File: config.mk
export PLATFORM = sky130hd
export DESIGN_NAME = pnsf_mac
export DESIGN_NICKNAME = d
export VERILOG_FILES = /design/src/design/pnsf_pkg.sv /design/src/design/pnsf_mac.sv
export SDC_FILE = /design/constraint.sdc
export NUM_CORES = 2
export LEC_CHECK = 0
export BUFFER_PORTS_ARGS = -buffer_cell sky130_fd_sc_hd__clkbuf_2
export CAP_MARGIN = 25
export CORE_ASPECT_RATIO = 0.5
export CORE_MARGIN = 10
export CORE_UTILIZATION = 43
export DETAILED_ROUTE_END_ITERATION = 8
export SLEW_MARGIN = 30
export SYNTH_ARGS = -nofsm -noshare
export SYNTH_HDL_FRONTEND = slang
export SYNTH_SLANG_ARGS = --single-unit
File: constraint.sdc
create_clock -name clk -period 17.35 [get_ports clk]
set_input_delay 3.47 -clock clk [delete_from_list [all_inputs] [get_ports clk]]
set_output_delay 3.47 -clock clk [all_outputs]
set_load 0.005 [all_outputs]
File: src/design/pnsf_pkg.sv
package pnsf_pkg;

  localparam int WHITE_BITS = 15;
  localparam int AMP_W      = 17;
  localparam int COEF_W     = 18;
  localparam int STATE_W    = 32;
  localparam int PROD_W     = STATE_W + COEF_W;
  localparam int ACC_W      = PROD_W + 1;
  localparam int COEF_SHIFT = 17;
  localparam int SH_W       = ACC_W - COEF_SHIFT;
  localparam int SUM_W      = 36;
  localparam int Q_W        = SUM_W - 8;
  localparam int OUT_W      = 16;
  localparam int NPOLES     = 6;
  localparam int IDX_W      = $clog2(NPOLES);
  localparam int AMP_SHIFT  = 10;

  localparam logic [AMP_W-1:0] AMP_ONE = AMP_W'(65536);

  localparam logic signed [COEF_W-1:0] DIRECT_GAIN = COEF_W'(70281);
  localparam logic signed [COEF_W-1:0] DELAY_GAIN  = COEF_W'(15195);

  typedef logic [2:0] op_t;
  localparam op_t OP_NONE   = 3'd0;
  localparam op_t OP_AMP    = 3'd1;
  localparam op_t OP_FB     = 3'd2;
  localparam op_t OP_IN     = 3'd3;
  localparam op_t OP_DIRECT = 3'd4;
  localparam op_t OP_DELAY  = 3'd5;

  typedef struct packed {
    op_t              op;
    logic [IDX_W-1:0] idx;
    logic             fin;
  } ctl_t;

  function automatic logic signed [COEF_W-1:0] fb_coef(input logic [IDX_W-1:0] idx);
    logic signed [COEF_W-1:0] c;
    unique case (idx)
      3'd0:    c = COEF_W'(130923);
      3'd1:    c = COEF_W'(130196);
      3'd2:    c = COEF_W'(127009);
      3'd3:    c = COEF_W'(113574);
      3'd4:    c = COEF_W'(72090);
      3'd5:    c = -COEF_W'(99824);
      default: c = '0;
    endcase
    return c;
  endfunction

  // last pole takes its input term negated
  function automatic logic signed [COEF_W-1:0] in_coef(input logic [IDX_W-1:0] idx);
    logic signed [COEF_W-1:0] c;
    unique case (idx)
      3'd0:    c = COEF_W'(7277);
      3'd1:    c = COEF_W'(9840);
      3'd2:    c = COEF_W'(20166);
      3'd3:    c = COEF_W'(40696);
      3'd4:    c = COEF_W'(69855);
      3'd5:    c = -COEF_W'(2215);
      default: c = '0;
    endcase
    return c;
  endfunction

  function automatic logic signed [STATE_W-1:0] sat32(input logic signed [SH_W-1:0] v);
    logic signed [STATE_W-1:0] r;
    if (v[SH_W-1:STATE_W-1] == '0 || v[SH_W-1:STATE_W-1] == '1) begin
      r = v[STATE_W-1:0];
    end else if (v[SH_W-1]) begin
      r = {1'b1, {(STATE_W-1){1'b0}}};
    end else begin
      r = {1'b0, {(STATE_W-1){1'b1}}};
    end
    return r;
  endfunction

endpackage

File: src/design/pnsf_mac.sv
module pnsf_mac import pnsf_pkg::*; (
  input  logic                    clk,
  input  logic                    rst_n,
  input  ctl_t                    ctl,
  input  logic [WHITE_BITS-1:0]   white,
  input  logic [AMP_W-1:0]        amp,
  output logic signed [OUT_W-1:0] pink,
  output logic                    clip
);

  localparam logic signed [ACC_W-1:0] HALF_LSB = ACC_W'(1) <<< (COEF_SHIFT - 1);

  logic signed [STATE_W-1:0] pole_r [NPOLES];
  logic signed [STATE_W-1:0] delayed_r;
  logic signed [STATE_W-1:0] w_r;
  logic signed [PROD_W-1:0]  prod_r;
  logic signed [ACC_W-1:0]   acc_r;
  logic signed [SH_W-1:0]    res_r;
  logic                      res_pend_r;
  logic signed [SUM_W-1:0]   p_r;
  op_t                       op_r;
  logic [IDX_W-1:0]          idx_r;

  logic signed [STATE_W-1:0]           mul_a;
  logic signed [COEF_W-1:0]            mul_b;
  logic signed [PROD_W-1:0]            prod_nxt;
  logic signed [ACC_W-1:0]             sum_in;
  logic signed [ACC_W-1:0]             sum_dir;
  logic signed [SH_W-1:0]              sh_in;
  logic signed [SH_W-1:0]              sh_dir;
  logic [PROD_W-1:0]                   w_rnd;
  logic [PROD_W-AMP_SHIFT-1:0]         w_sh;
  logic signed [STATE_W-1:0]           w_sat;
  logic signed [SUM_W-1:0]             p_bias;
  logic signed [Q_W-1:0]               q;

  // shared multiplier operand select
  always_comb begin
    unique case (ctl.op)
      OP_AMP: begin
        mul_a = STATE_W'(white);
        mul_b = COEF_W'(amp);
      end
      OP_FB: begin
        mul_a = pole_r[ctl.idx];
        mul_b = fb_coef(ctl.idx);
      end
      OP_IN: begin
        mul_a = w_r;
        mul_b = in_coef(ctl.idx);
      end
      OP_DIRECT: begin
        mul_a = w_r;
        mul_b = DIRECT_GAIN;
      end
      OP_DELAY: begin
        mul_a = w_r;
        mul_b = DELAY_GAIN;
      end
      default: begin
        mul_a = '0;
        mul_b = '0;
      end
    endcase
  end

  assign prod_nxt = PROD_W'(mul_a) * PROD_W'(mul_b);

  assign w_rnd = prod_r + PROD_W'(1 << (AMP_SHIFT - 1));
  assign w_sh  = w_rnd[PROD_W-1:AMP_SHIFT];
  assign w_sat = (|w_sh[PROD_W-AMP_SHIFT-1:STATE_W-1]) ? {1'b0, {(STATE_W-1){1'b1}}}
                                                       : w_sh[STATE_W-1:0];

  assign sum_in  = acc_r + ACC_W'(prod_r);
  assign sum_dir = ACC_W'(prod_r) + HALF_LSB;
  assign sh_in   = sum_in[ACC_W-1:COEF_SHIFT];
  assign sh_dir  = sum_dir[ACC_W-1:COEF_SHIFT];

  // truncation toward zero, then saturation to the sample width
  assign p_bias = p_r + (p_r[SUM_W-1] ? SUM_W'(255) : SUM_W'(0));
  assign q      = p_bias[SUM_W-1:8];

  always_comb begin
    if (q > Q_W'(32767)) begin
      pink = {1'b0, {(OUT_W-1){1'b1}}};
      clip = 1'b1;
    end else if (q < -Q_W'(32768)) begin
      pink = {1'b1, {(OUT_W-1){1'b0}}};
      clip = 1'b1;
    end else begin
      pink = q[OUT_W-1:0];
      clip = 1'b0;
    end
  end

  always_ff @(posedge clk) begin
    if (!rst_n) begin
      op_r       <= OP_NONE;
      res_pend_r <= 1'b0;
      delayed_r  <= '0;
      for (int i = 0; i < NPOLES; i++) pole_r[i] <= '0;
    end else begin
      op_r       <= ctl.op;
      res_pend_r <= (op_r == OP_IN) || (op_r == OP_DIRECT);
      if (op_r == OP_IN) pole_r[idx_r] <= sat32(sh_in);
      if (op_r == OP_DELAY) delayed_r <= sat32(sh_dir);
    end
  end

  always_ff @(posedge clk) begin
    prod_r <= prod_nxt;
    idx_r  <= ctl.idx;
    if (op_r == OP_AMP) w_r <= w_sat;
    if (op_r == OP_FB) acc_r <= ACC_W'(prod_r) + HALF_LSB;
    if (op_r == OP_IN) res_r <= SH_W'(sat32(sh_in));
    if (op_r == OP_DIRECT) res_r <= sh_dir;
    if (op_r == OP_AMP) begin
      p_r <= SUM_W'(delayed_r);
    end else if (res_pend_r) begin
      p_r <= p_r + SUM_W'(res_r);
    end
  end

endmodule

==> summary.txt <==
Synthesis
  • Post-synth EDFFs: 409
  • Seq cells post-synth: about 500
  • Async S/R FF share, synth: 0%
  • Post-synthesis area per instance: 9.84 sq um
  • Synth Net Count: 5496
  • Synth Flop Type: edfxtp_1
  • Post-synth cell types: 93
  • Cell Area, Synth: 46100 sq um
  • Post-Syn Instances: about 4700
  • Sequential area share after synthesis: 30.5%
  • YS warnings: 0

Worst setup path
  • Worst Path Class, Setup: in -> reg
  • Reg2reg start: pole_r[6][6]
  • Slowest-stage cell, CP: o21ai_1
  • CP Capture Type: flip-flop
  • Worst R2R End: prod_r[46]
  • Largest stage delay on the critical path: around 890 ps
  • Critical Path AT: approximately 13000 ps
  • Critical path startpoint category: primary input
  • Worst reg2reg setup slack: 8480 ps
  • CP Max Fanout: 32
  • Most frequent CP cell: inv_1
  • R2R cell count: 26
  • Worst Path Required: 17880 ps

Timing
  • Final Slew Violations: 0
  • Setup TNS: 0 ps
  • Worst-Margin Slew: about 1100 ps
  • Relative slew slack: 28.8%
  • Final hold violations: 0
  • Post-layout min period: 12520 ps
  • RSZ-0062 raised after global routing: no
  • Clk_skew: around 47 ps
  • Count of final setup violators: 0
  • Achievable Freq: 79.9 MHz
  • Fin crit share: ~72%

Clock network
  • CTS buffer count: 54
  • Post-CTS setup buffer count: 0
  • Skew-Pair Late Insertion Delay: 640 ps
  • Clock tree from TritonCTS: done
  • Root Driver: clkbuf_16
  • Reg clk slew, reported paths: approximately 60 ps
  • H-tree levels: 2
  • CTS Sinks: 498
  • CTS Buffer Depth: 3
  • Hold_buf cts: 0
  • Post-cts gate resize count: 0

GRT
  • GRT Util Overall: 22.8%
  • Initial antenna violation count: 0
  • Pin count of the biggest net entering global routing: 72
  • Vias in the first global route: approximately 36000
  • Total grt overflow: 0
  • Global-route wire length before repair: 216 mm

Route
  • Vias per cell: 5.67
  • Wirelength per Cell: 22.9 um
  • DRC errors left: 0
  • Final WL: ~140 mm
  • Post-route ant nets: 0
  • Met3 wire length: about 13 mm
  • Vias: between 30000 and 40000
  • DR iter-0 viols: ~3600
  • DR top layer: met4
  • Met1 wire length: 61.9 mm
  • DR WL met2: 61.7 mm
  • Drt pass-1 iters: 5

Final layout
  • Nets: 5484
  • # fillers: 9937
  • Share of cells above drive strength 1: 8.56%
  • Inserted Diodes: 0
  • Non-filler instance count after layout: 6140
  • Area Overhead vs Synth: 8.54%

Floorplan
  • Die area: 122000 sq um
  • Die width: 483 um
  • Std-Cell Rows: 84
  • Core ar.: approximately 110000 sq um
  • Initial Utilization: 43.6%
  • # IOs: 58
  • Chip height: 252 um

Placed design
  • I/O Buffers: 56
  • RePlAce Congestion: 0.919
  • Hpwl dp: 105 mm
  • Placed insts: ~6000

Pwr
  • P_leak: 21.5 nW
  • Maximum VDD drop: 0.000130 V
  • Pwr Density: 168 nW/um^2

Min path
  • WHS Endpoint: acc_r[4]
  • Worst hold path startpoint: prod_r[4]
  • Worst hold path class: reg -> reg
  • Hold depth: 0

Run
  • # Max-Cap Violations: 0

Status
  • Status: finished clean
[logic make-up after synthesis]
group / count (synthesis) / share of synthesized area, %
mux: 92 / 3.74
buf+inv: 948 / 8.02
xor+xnor: 188 / 3.64
fa+ha+maj: 768 / 29.9
compound gates: 858 / 11.3
other cells: 1 / 0.00813
flops: 498 / 30.5
simple gates: 1334 / 13.0
[cells in the final DEF, fill, tap and decap left out, types with 35 or more instances in the layout]
cell	count
clkbuf_16	56
o21a_1	35
buf_4	87
nand3_1	56
a21oi_1	221
ha_1	213
mux4_2	64
fa_1	555
inv_1	735
edfxtp_1	409
clkbuf_2	54
o21ai_0	216
xnor2_1	107
and2_1	53
a21o_1	67
o21ai_1	121
nor2_1	365
nand2_1	604
xor2_1	70
dfxtp_1	89
[per-stage QoR]
stage / hold WS (ps) / power (W) / worst slack [ps] / cell area, sq um / utilization [%]
after floorplan: 408 / 0.00533 / 6280 / 46100 / -
after global placement: 425 / 0.00698 / 3960 / 48000 / 45.4
after detailed placement: 423 / 0.00701 / 4310 / 48100 / 45.5
after CTS: 432 / 0.00833 / 4960 / 50000 / 47.3
after global routing: 440 / 0.00904 / 4510 / 50100 / 47.3
final: 434 / 0.00841 / 4830 / 50100 / 47.3
[cells in the mapped netlist, types with 28 or more instances]
cell	number	area, sq um
a21o_1	67	503
a21oi_1	224	1120
and2_1	53	332
and3_1	34	213
buf_2	31	155
clkbuf_1	149	559
dfxtp_1	89	1780
edfxtp_1	409	12300
fa_1	555	11100
ha_1	213	2670
inv_1	736	2760
mux4_2	64	1440
nand2_1	606	2270
nand2b_1	34	213
nand3_1	56	280
nand4_1	32	200
nor2_1	369	1390
nor2b_1	28	175
nor3_1	33	165
o21a_1	35	263
o21ai_0	224	1120
o21ai_1	124	621
xnor2_1	111	972
xor2_1	74	648
[final cells by class]
type	instances	area, sq um	area share (%)
clock buffers	69	1500	3.00
clock inverters	33	419	0.837
inverters	738	2770	5.53
multi-input cells	3241	28600	57.1
flip-flops and latches	498	14100	28.1
well taps	1419	1780	3.55
repair buffers	142	951	1.90
[report_power, final]
group	leakage (nW)	switching, W	internal (W)
clock network	0.942	0.000505	0.000735
registers	4.57	0.000205	0.00158
logic	16.0	0.00349	0.00190
[flip-flops by register name, indices dropped and copies added, names as in the netlist]
register,flops
pole_r,256
acc_r,51
prod_r,50
p_r,36
res_r,34
delayed_r,32
w_r,32
idx_r,3
op_r,3
res_pend_r,1
[critical path: cells and delay by family]
kind / cells / cell delay (ps)
compound gates: 8 / 3580
fa+ha+maj: 7 / 3240
buf+inv: 8 / 1730
simple gates: 5 / 780
xor+xnor: 1 / 210
[per-layer routing]
| layer | vias to the layer above | GRT usage, % |
|---|---|---|
| li1 | 15400 | - |
| met5 | - | 0 |
| met3 | 184 | 4.00 |
| met2 | 1552 | 35.4 |
| met1 | 17600 | 32.8 |
| met4 | 0 | 6.18 |
[worst max path at each step]
stage / slack (ps) / from / to
2_1_floorplan: 6280 / ctl[1] / prod_r[46]
3_3_place_gp: 3960 / ctl[1] / prod_r[46]
3_5_place_dp: 4310 / ctl[3] / prod_r[46]
4_1_cts: 4960 / ctl[3] / prod_r[46]
5_1_grt: 4510 / ctl[3] / prod_r[46]
6_report: 4830 / ctl[3] / prod_r[46]
No activity file was read; power rests on OpenSTA's default activity.
