--- src/design/pnsf_pkg.sv ---
package pnsf_pkg;

  localparam int WHITE_BITS = 15;
  localparam int AMP_W      = 17;
  localparam int COEF_W     = 18;
  localparam int STATE_W    = 32;
  localparam int PROD_W     = STATE_W + COEF_W;
  localparam int ACC_W      = PROD_W + 1;
  localparam int COEF_SHIFT = 17;
  localparam int SH_W       = ACC_W - COEF_SHIFT;
  localparam int SUM_W      = 36;
  localparam int Q_W        = SUM_W - 8;
  localparam int OUT_W      = 16;
  localparam int NPOLES     = 6;
  localparam int IDX_W      = $clog2(NPOLES);
  localparam int AMP_SHIFT  = 10;

  localparam logic [AMP_W-1:0] AMP_ONE = AMP_W'(65536);

  localparam logic signed [COEF_W-1:0] DIRECT_GAIN = COEF_W'(70281);
  localparam logic signed [COEF_W-1:0] DELAY_GAIN  = COEF_W'(15195);

  typedef logic [2:0] op_t;
  localparam op_t OP_NONE   = 3'd0;
  localparam op_t OP_AMP    = 3'd1;
  localparam op_t OP_FB     = 3'd2;
  localparam op_t OP_IN     = 3'd3;
  localparam op_t OP_DIRECT = 3'd4;
  localparam op_t OP_DELAY  = 3'd5;

  typedef struct packed {
    op_t              op;
    logic [IDX_W-1:0] idx;
    logic             fin;
  } ctl_t;

  function automatic logic signed [COEF_W-1:0] fb_coef(input logic [IDX_W-1:0] idx);
    logic signed [COEF_W-1:0] c;
    unique case (idx)
      3'd0:    c = COEF_W'(130923);
      3'd1:    c = COEF_W'(130196);
      3'd2:    c = COEF_W'(127009);
      3'd3:    c = COEF_W'(113574);
      3'd4:    c = COEF_W'(72090);
      3'd5:    c = -COEF_W'(99824);
      default: c = '0;
    endcase
    return c;
  endfunction

  // last pole takes its input term negated
  function automatic logic signed [COEF_W-1:0] in_coef(input logic [IDX_W-1:0] idx);
    logic signed [COEF_W-1:0] c;
    unique case (idx)
      3'd0:    c = COEF_W'(7277);
      3'd1:    c = COEF_W'(9840);
      3'd2:    c = COEF_W'(20166);
      3'd3:    c = COEF_W'(40696);
      3'd4:    c = COEF_W'(69855);
      3'd5:    c = -COEF_W'(2215);
      default: c = '0;
    endcase
    return c;
  endfunction

  function automatic logic signed [STATE_W-1:0] sat32(input logic signed [SH_W-1:0] v);
    logic signed [STATE_W-1:0] r;
    if (v[SH_W-1:STATE_W-1] == '0 || v[SH_W-1:STATE_W-1] == '1) begin
      r = v[STATE_W-1:0];
    end else if (v[SH_W-1]) begin
      r = {1'b1, {(STATE_W-1){1'b0}}};
    end else begin
      r = {1'b0, {(STATE_W-1){1'b1}}};
    end
    return r;
  endfunction

endpackage

--- src/design/pnsf_seq.sv ---
module pnsf_seq import pnsf_pkg::*; (
  input  logic clk,
  input  logic rst_n,
  input  logic in_valid,
  output logic in_ready,
  input  logic out_free,
  output ctl_t ctl
);

  localparam logic [1:0] ST_IDLE = 2'd0;
  localparam logic [1:0] ST_RUN  = 2'd1;
  localparam logic [1:0] ST_FIN  = 2'd2;

  logic [1:0] state_r, state_nxt;
  logic [3:0] step_r, step_nxt;
  logic [3:0] step_m1;

  assign in_ready = (state_r == ST_IDLE);
  assign step_m1  = step_r - 4'd1;

  always_comb begin
    state_nxt = state_r;
    step_nxt  = step_r;
    ctl.op    = OP_NONE;
    ctl.idx   = IDX_W'(step_m1 >> 1);
    ctl.fin   = 1'b0;
    unique case (state_r)
      ST_IDLE: begin
        step_nxt = '0;
        if (in_valid) state_nxt = ST_RUN;
      end
      ST_RUN: begin
        priority if (step_r == 4'd0) begin
          ctl.op = OP_AMP;
        end else if (step_r <= 4'd12) begin
          ctl.op = step_r[0] ? OP_FB : OP_IN;
        end else if (step_r == 4'd13) begin
          ctl.op = OP_DIRECT;
        end else if (step_r == 4'd14) begin
          ctl.op = OP_DELAY;
        end else begin
          ctl.op = OP_NONE;
        end
        step_nxt = step_r + 4'd1;
        if (step_r == 4'd15) state_nxt = ST_FIN;
      end
      ST_FIN: begin
        ctl.fin = out_free;
        if (out_free) state_nxt = ST_IDLE;
      end
      default: state_nxt = ST_IDLE;
    endcase
  end

  always_ff @(posedge clk) begin
    if (!rst_n) begin
      state_r <= ST_IDLE;
      step_r  <= '0;
    end else begin
      state_r <= state_nxt;
      step_r  <= step_nxt;
    end
  end

  as_run_to_fin: assert property (@(posedge clk) disable iff (!rst_n)
    (state_r == ST_RUN && step_r == 4'd15) |=> (state_r == ST_FIN))
    else $error("sequencer did not reach finish after last step");

endmodule

--- config.mk ---
export PLATFORM = sky130hd
export DESIGN_NAME = pnsf_seq
export DESIGN_NICKNAME = d
export VERILOG_FILES = /design/src/design/pnsf_pkg.sv /design/src/design/pnsf_seq.sv
export SDC_FILE = /design/constraint.sdc
export NUM_CORES = 1
export LEC_CHECK = 0
export ABC_AREA = 0
export BUFFER_PORTS_ARGS = -buffer_cell sky130_fd_sc_hd__buf_4
export CAP_MARGIN = 20
export CORE_AREA = 3 3 40 42
export CTS_CLUSTER_SIZE = 8
export DETAILED_ROUTE_END_ITERATION = 6
export DIE_AREA = 0 0 43 45
export PLACE_DENSITY = 0.64
export SETUP_SLACK_MARGIN = 0.4
export SYNTH_ARGS = -nofsm -noshare
export SYNTH_HDL_FRONTEND = slang
export SYNTH_SLANG_ARGS = --single-unit
--- constraint.sdc ---
create_clock -name clk -period 1.3 [get_ports clk]
set_clock_uncertainty 0.15 [all_clocks]
set_input_delay 0.065 -clock clk [delete_from_list [all_inputs] [get_ports clk]]
set_output_delay 0.065 -clock clk [all_outputs]
set_load 0.01 [all_outputs]
==> metrics, run 1 <==
Post-DP HPWL=724 microns; Die Y=45 microns; Worst-Margin Slew=0.286 ns; Critical Path RT=1.09 ns; Worst VDD drop=0.335 mV; Hold WS=-0.0883 ns; clk_lat worst skew=0.26 ns; mapped cell area=443 sq um; TritonCTS clock tree=done; Worst-path clk slew=about 0.06 ns; main flop type after synthesis=dfxtp_1; worst r2r src=step_r[1]; first-pass GRT wire length=1.75 mm; initial antenna violation count=0; placer congestion estimate=0.795; leading area contributor after synthesis=dfxtp_1; vias per cell=roughly 5; ratio of final minimum period to clock period=127%; post-route cell area=821 sq um; Clock Sinks=6; Setup WS post-layout=-0.347 ns; outcome=complete, but fails checks; R2R setup slack=-0.03 ns; post-route ant nets=0; Final Setup Violations=8; vias in the first global route=~420; antenna fix cells=0; reg2reg end=state_r[0]; share of the synthesized area in the top cell type=between 20% and 30%; area grow syn2layout=85.3%; CTS Buf Count=3; Avg Inst Size Synth=8.68 sq um; Leak=0.320 nW; sink of the worst hold path=state_r[1]; crit path from=step_r[0]; synth top area cells=dfxtp_1, ha_1, nor3b_1, xor2_1, nor2_1; DR iter-0 viols=1; Tot GR Track Use=around an eighth; Setup CP Type=flip-flop to primary output; fin nets=~90; Final Max Tran Viols=0; Fmax achieved=0.607 GHz; WP data arrival=1.43 ns; grt ovf=0; Buffers on Ports=11; Initial Util=34.5%; die area=1940 sq um; drt first pass iters=2; EDFF count, synth=0; wirelength, routed=1.19 mm; pre-CTS WS=-0.0494 ns; number of max-cap violations=0; number of H-tree levels=1; Power Density=640 nW/um^2; Hold Crit Class=input pin to flip-flop; largest net degree at the start of global routing=13; critical path peak fanout=3; commonest non-fill, non-tap cells in the layout=buf_4, buf_6, dfxtp_4; fillcell total=110; via count=468; Distinct cells, synth=27; Post-route DRC=0; Worst Setup Start Kind=flip-flop; Root Buffer=clkbuf_4; failing checks=hold timing, setup timing; Final Hold Violating Endpoints=5; minimum clock period=1.65 ns; RSZ-0062 raised after global routing=true; FFs w/ async S/R, synth=0%; commonest non-fill, non-tap cell in the layout=buf_4; hold path depth=2; core area=between 1000 and 1500 sq um; WL per Instance=12.7 microns; Post-DP Area=618 sq um; Total Neg Setup Slack=-1.27 ns; Die W=between 40 and 50 microns; Seq cells post-synth=6; Core Rows=13; Worst slew margin=80.9%; boundary pin count=12; endpoint class of the critical path=primary output; Syn. warnings=0; clk buf depth=2; syn nets=59; reg2reg path depth=5; worst hold start=rst_n; share of layout cells above drive strength 1=73.4%; sequential-to-total area share from yosys stat=27.1%; Util after Layout=63.9%; Post-Syn Instances=51
[critical path, cell delays in order (launching register included)]
cell and delay, ns:
dfxtp_4 0.36, inv_2 0.05, ha_4 0.15, nor3b_4 0.15
o31a_1 0.31, buf_4 0.14
[layer usage]
layer	vias to the layer above	share of wire, %	track usage, %
met5	-	0	0
met4	0	1.8	7.83
met3	2	5.3	3.59
met2	12	55	21.6
met1	219	38	13.3
li1	235	-	-
[kinds of logic (layout without fill, tap and decap cells)]
logic type	after synthesis	after routing	share of synthesized area, %
adder cells (fa/ha/maj)	4	4	11.3
XOR/XNOR	3	3	5.93
AND/OR/NAND/NOR	24	24	33.6
flip-flops	6	6	27.1
AO/OA/AOI/OAI	7	7	11.9
multiplexers	1	1	2.26
buffers and inverters	6	34	7.91
[what timing repair did]
item | in CTS | in global routing
setup buffers | 4 | 3
setup endpoints to repair | 14 | 14
pin swaps | 7 | 10
cloned | 0 | 0
endpoints found under the hold margin | 5 | 5
gates resized for setup | 17 | 16
[state kept, by name, summed over array words and instances, names as in the netlist]
register,count
state_r,2
step_r,4
[stage by stage]
| step | total power, mW | instances |
|---|---|---|
| floorplan | 0.242 | 51 |
| global placement | 0.288 | 83 |
| detailed placement | 0.289 | 83 |
| CTS | 0.508 | 91 |
| global route | 0.553 | 94 |
| finish | 0.526 | 94 |
[cells in the mapped netlist, types with 2 or more instances]
| cell | instances |
|---|---|
| nor2_1 | 6 |
| nor3b_1 | 4 |
| inv_1 | 3 |
| nor3_1 | 2 |
| ha_1 | 4 |
| o21ai_0 | 2 |
| dfxtp_1 | 6 |
| nand2_1 | 3 |
| xor2_1 | 3 |
[final cells by class]
type / instances / area (sq um) / area share, %
Timing Repair Buffer: 27 / 240 / 29.3
Multi-Input combinational cell: 39 / 385 / 47.0
Clock buffer: 4 / 26.3 / 3.20
Sequential cell: 6 / 136 / 16.6
Inverter: 3 / 13.8 / 1.68
Tap cell: 15 / 18.8 / 2.29
[report_power, final]
group / total [mW] / switching (mW) / internal, mW
clock: 0.203 / 0.0855 / 0.117
combinational: 0.128 / 0.0516 / 0.0768
sequential: 0.194 / 0.0101 / 0.184
[worst max-delay path by stage]
stage and end:
2_1_floorplan ctl[4], 3_3_place_gp ctl[4], 3_5_place_dp ctl[4], 4_1_cts ctl[4]
5_1_grt ctl[4], 6_report ctl[4]
Note: power is estimated with default switching activity, not from simulation.
==> run 2: changes to the inputs <==
--- a/config.mk
+++ b/config.mk
@@ -8,11 +8,11 @@
 export ABC_AREA = 0
 export BUFFER_PORTS_ARGS = -buffer_cell sky130_fd_sc_hd__buf_4
 export CAP_MARGIN = 20
-export CORE_AREA = 3 3 40 42
+export CORE_MARGIN = 3
+export CORE_UTILIZATION = 30
 export CTS_CLUSTER_SIZE = 8
 export DETAILED_ROUTE_END_ITERATION = 6
-export DIE_AREA = 0 0 43 45
-export PLACE_DENSITY = 0.64
+export PLACE_DENSITY = 0.59
 export SETUP_SLACK_MARGIN = 0.4
 export SYNTH_ARGS = -nofsm -noshare
 export SYNTH_HDL_FRONTEND = slang
==> metrics, run 2 (same netlist as run 1, synthesis figures left out) <==
outcome=complete, but fails checks; failing checks=hold timing, setup timing; Setup WS post-layout=-0.320 ns; Critical Path RT=1.09 ns; Root Buffer=clkbuf_4; Overall Power=about 0.53 mW; Die W=44.4 microns; ratio of final minimum period to clock period=125%; reg2reg path depth=5; Core Rows=13; vias in the first global route=482; Final Setup Violations=9; Initial Util=roughly a third; Worst Setup Start Kind=flip-flop; hold path depth=2; minimum clock period=about 1.6 ns; DR iter-0 viols=0; Worst-Margin Slew=between 0.2 and 0.25 ns; fin nets=95; drt first pass iters=1; crit path from=step_r[1]; Hold Crit Class=input pin to flip-flop; Power Density=580 nW/um^2; Final Hold Violating Endpoints=5; wirelength, routed=1.24 mm; endpoint class of the critical path=primary output; sink of the worst hold path=state_r[1]; Final Max Tran Viols=0; Die Y=approximately 44 microns; Worst-path clk slew=0.05 ns; boundary pin count=12; placer congestion estimate=0.783; first-pass GRT wire length=2.11 mm; Setup CP Type=flip-flop to primary output; Total Neg Setup Slack=-1.35 ns; Inst Count DP=between 80 and 90; Hold WS=-0.0725 ns; Regs by FF count=step_r: 4 flops, state_r: 2 flops; worst hold start=rst_n; Buffers on Ports=11; CTS Buf Count=3; Post-DP HPWL=757 microns; die area=1970 sq um; WL per Instance=12.3 microns; number of max-cap violations=0; Post-route DRC=0; Leak=0.367 nW; worst r2r src=step_r[0]; slowest CP cell=dfxtp_4; post-route ant nets=0; reg2reg end=state_r[0]; critical path peak fanout=3; clk buf depth=2; commonest non-fill, non-tap cells in the layout=buf_4, buf_6, nor2_1, dfxtp_4; Worst slew margin=83.9%; RSZ-0062 raised after global routing=true; crit-path max cell delay=0.36 ns; area grow syn2layout=106%; fin cells=101; WP data arrival=1.40 ns; crit path cell chain=buf_6 -> o211ai_4 -> nor3b_2 -> o31a_1 -> buf_4; largest net degree at the start of global routing=13; max FFs per register=4; Fmax achieved=0.617 GHz; antenna fix cells=0; grt ovf=0; R2R setup slack=-0.05 ns; initial antenna violation count=0; core area=1350 sq um; number of H-tree levels=1; Biggest register=step_r; Tot GR Track Use=15.2%; via count=473; share of layout cells above drive strength 1=72.1%; Worst VDD drop=0.507 mV; Util after Layout=around two thirds; vias per cell=4.68; Clock Sinks=6; TritonCTS clock tree=done; clk_lat worst skew=0.25 ns
-- run 2: how the worst max path moves through the flow --
stage,endpoint,depth (start not counted)
after CTS,ctl[4],5
after floorplan,ctl[4],4
after global routing,ctl[4],5
after global placement,ctl[4],5
final,ctl[4],5
after detailed placement,ctl[4],5
-- run 2: power breakdown --
part | total, mW | switching (mW) | internal [mW]
clock | 0.191 | 0.0740 | 0.117
combinational | 0.144 | 0.0563 | 0.0881
sequential | 0.194 | 0.0100 | 0.184
-- run 2: worst max-delay path, delay by kind of cell, from the launching register on --
family | cells | cell delay (ns)
compound gates | 2 | 0.45
buf+inv | 2 | 0.27
flops | 1 | 0.36
simple gates | 1 | 0.07
-- run 2: cell type report --
class                   count  area (sq um)
fillers                   115           438
clock buffers               4          26.3
well taps                  15          18.8
flip-flops and latches      6           135
repair buffers             34           319
inverters                   3          16.3
multi-input cells          39           397
-- run 2: metrics by stage --
stage / hold slack (ns) / worst slack, ns / cell area, sq um
2_1_floorplan: 0.0327 / 0.0661 / 473
3_3_place_gp: 0.184 / -0.0440 / 618
3_5_place_dp: 0.183 / -0.0444 / 618
4_1_cts: -0.0792 / -0.312 / 817
5_1_grt: -0.0670 / -0.382 / 912
6_report: -0.0725 / -0.320 / 912
-- run 2: what timing repair did --
item,CTS,global route
pin swaps,12,10
endpoints found under the setup margin,14,14
setup buffers,8,6
endpoints found under the hold margin,5,4
resized for setup,25,15
-- run 2: layer usage --
layer | share of wire, % | vias to the layer above | global-route usage, %
met3 | 5.3 | 2 | 3.66
met4 | 0.32 | 0 | 9.04
met2 | 54 | 11 | 26.5
met1 | 41 | 211 | 16.4
li1 | - | 249 | -
met5 | 0 | - | 0
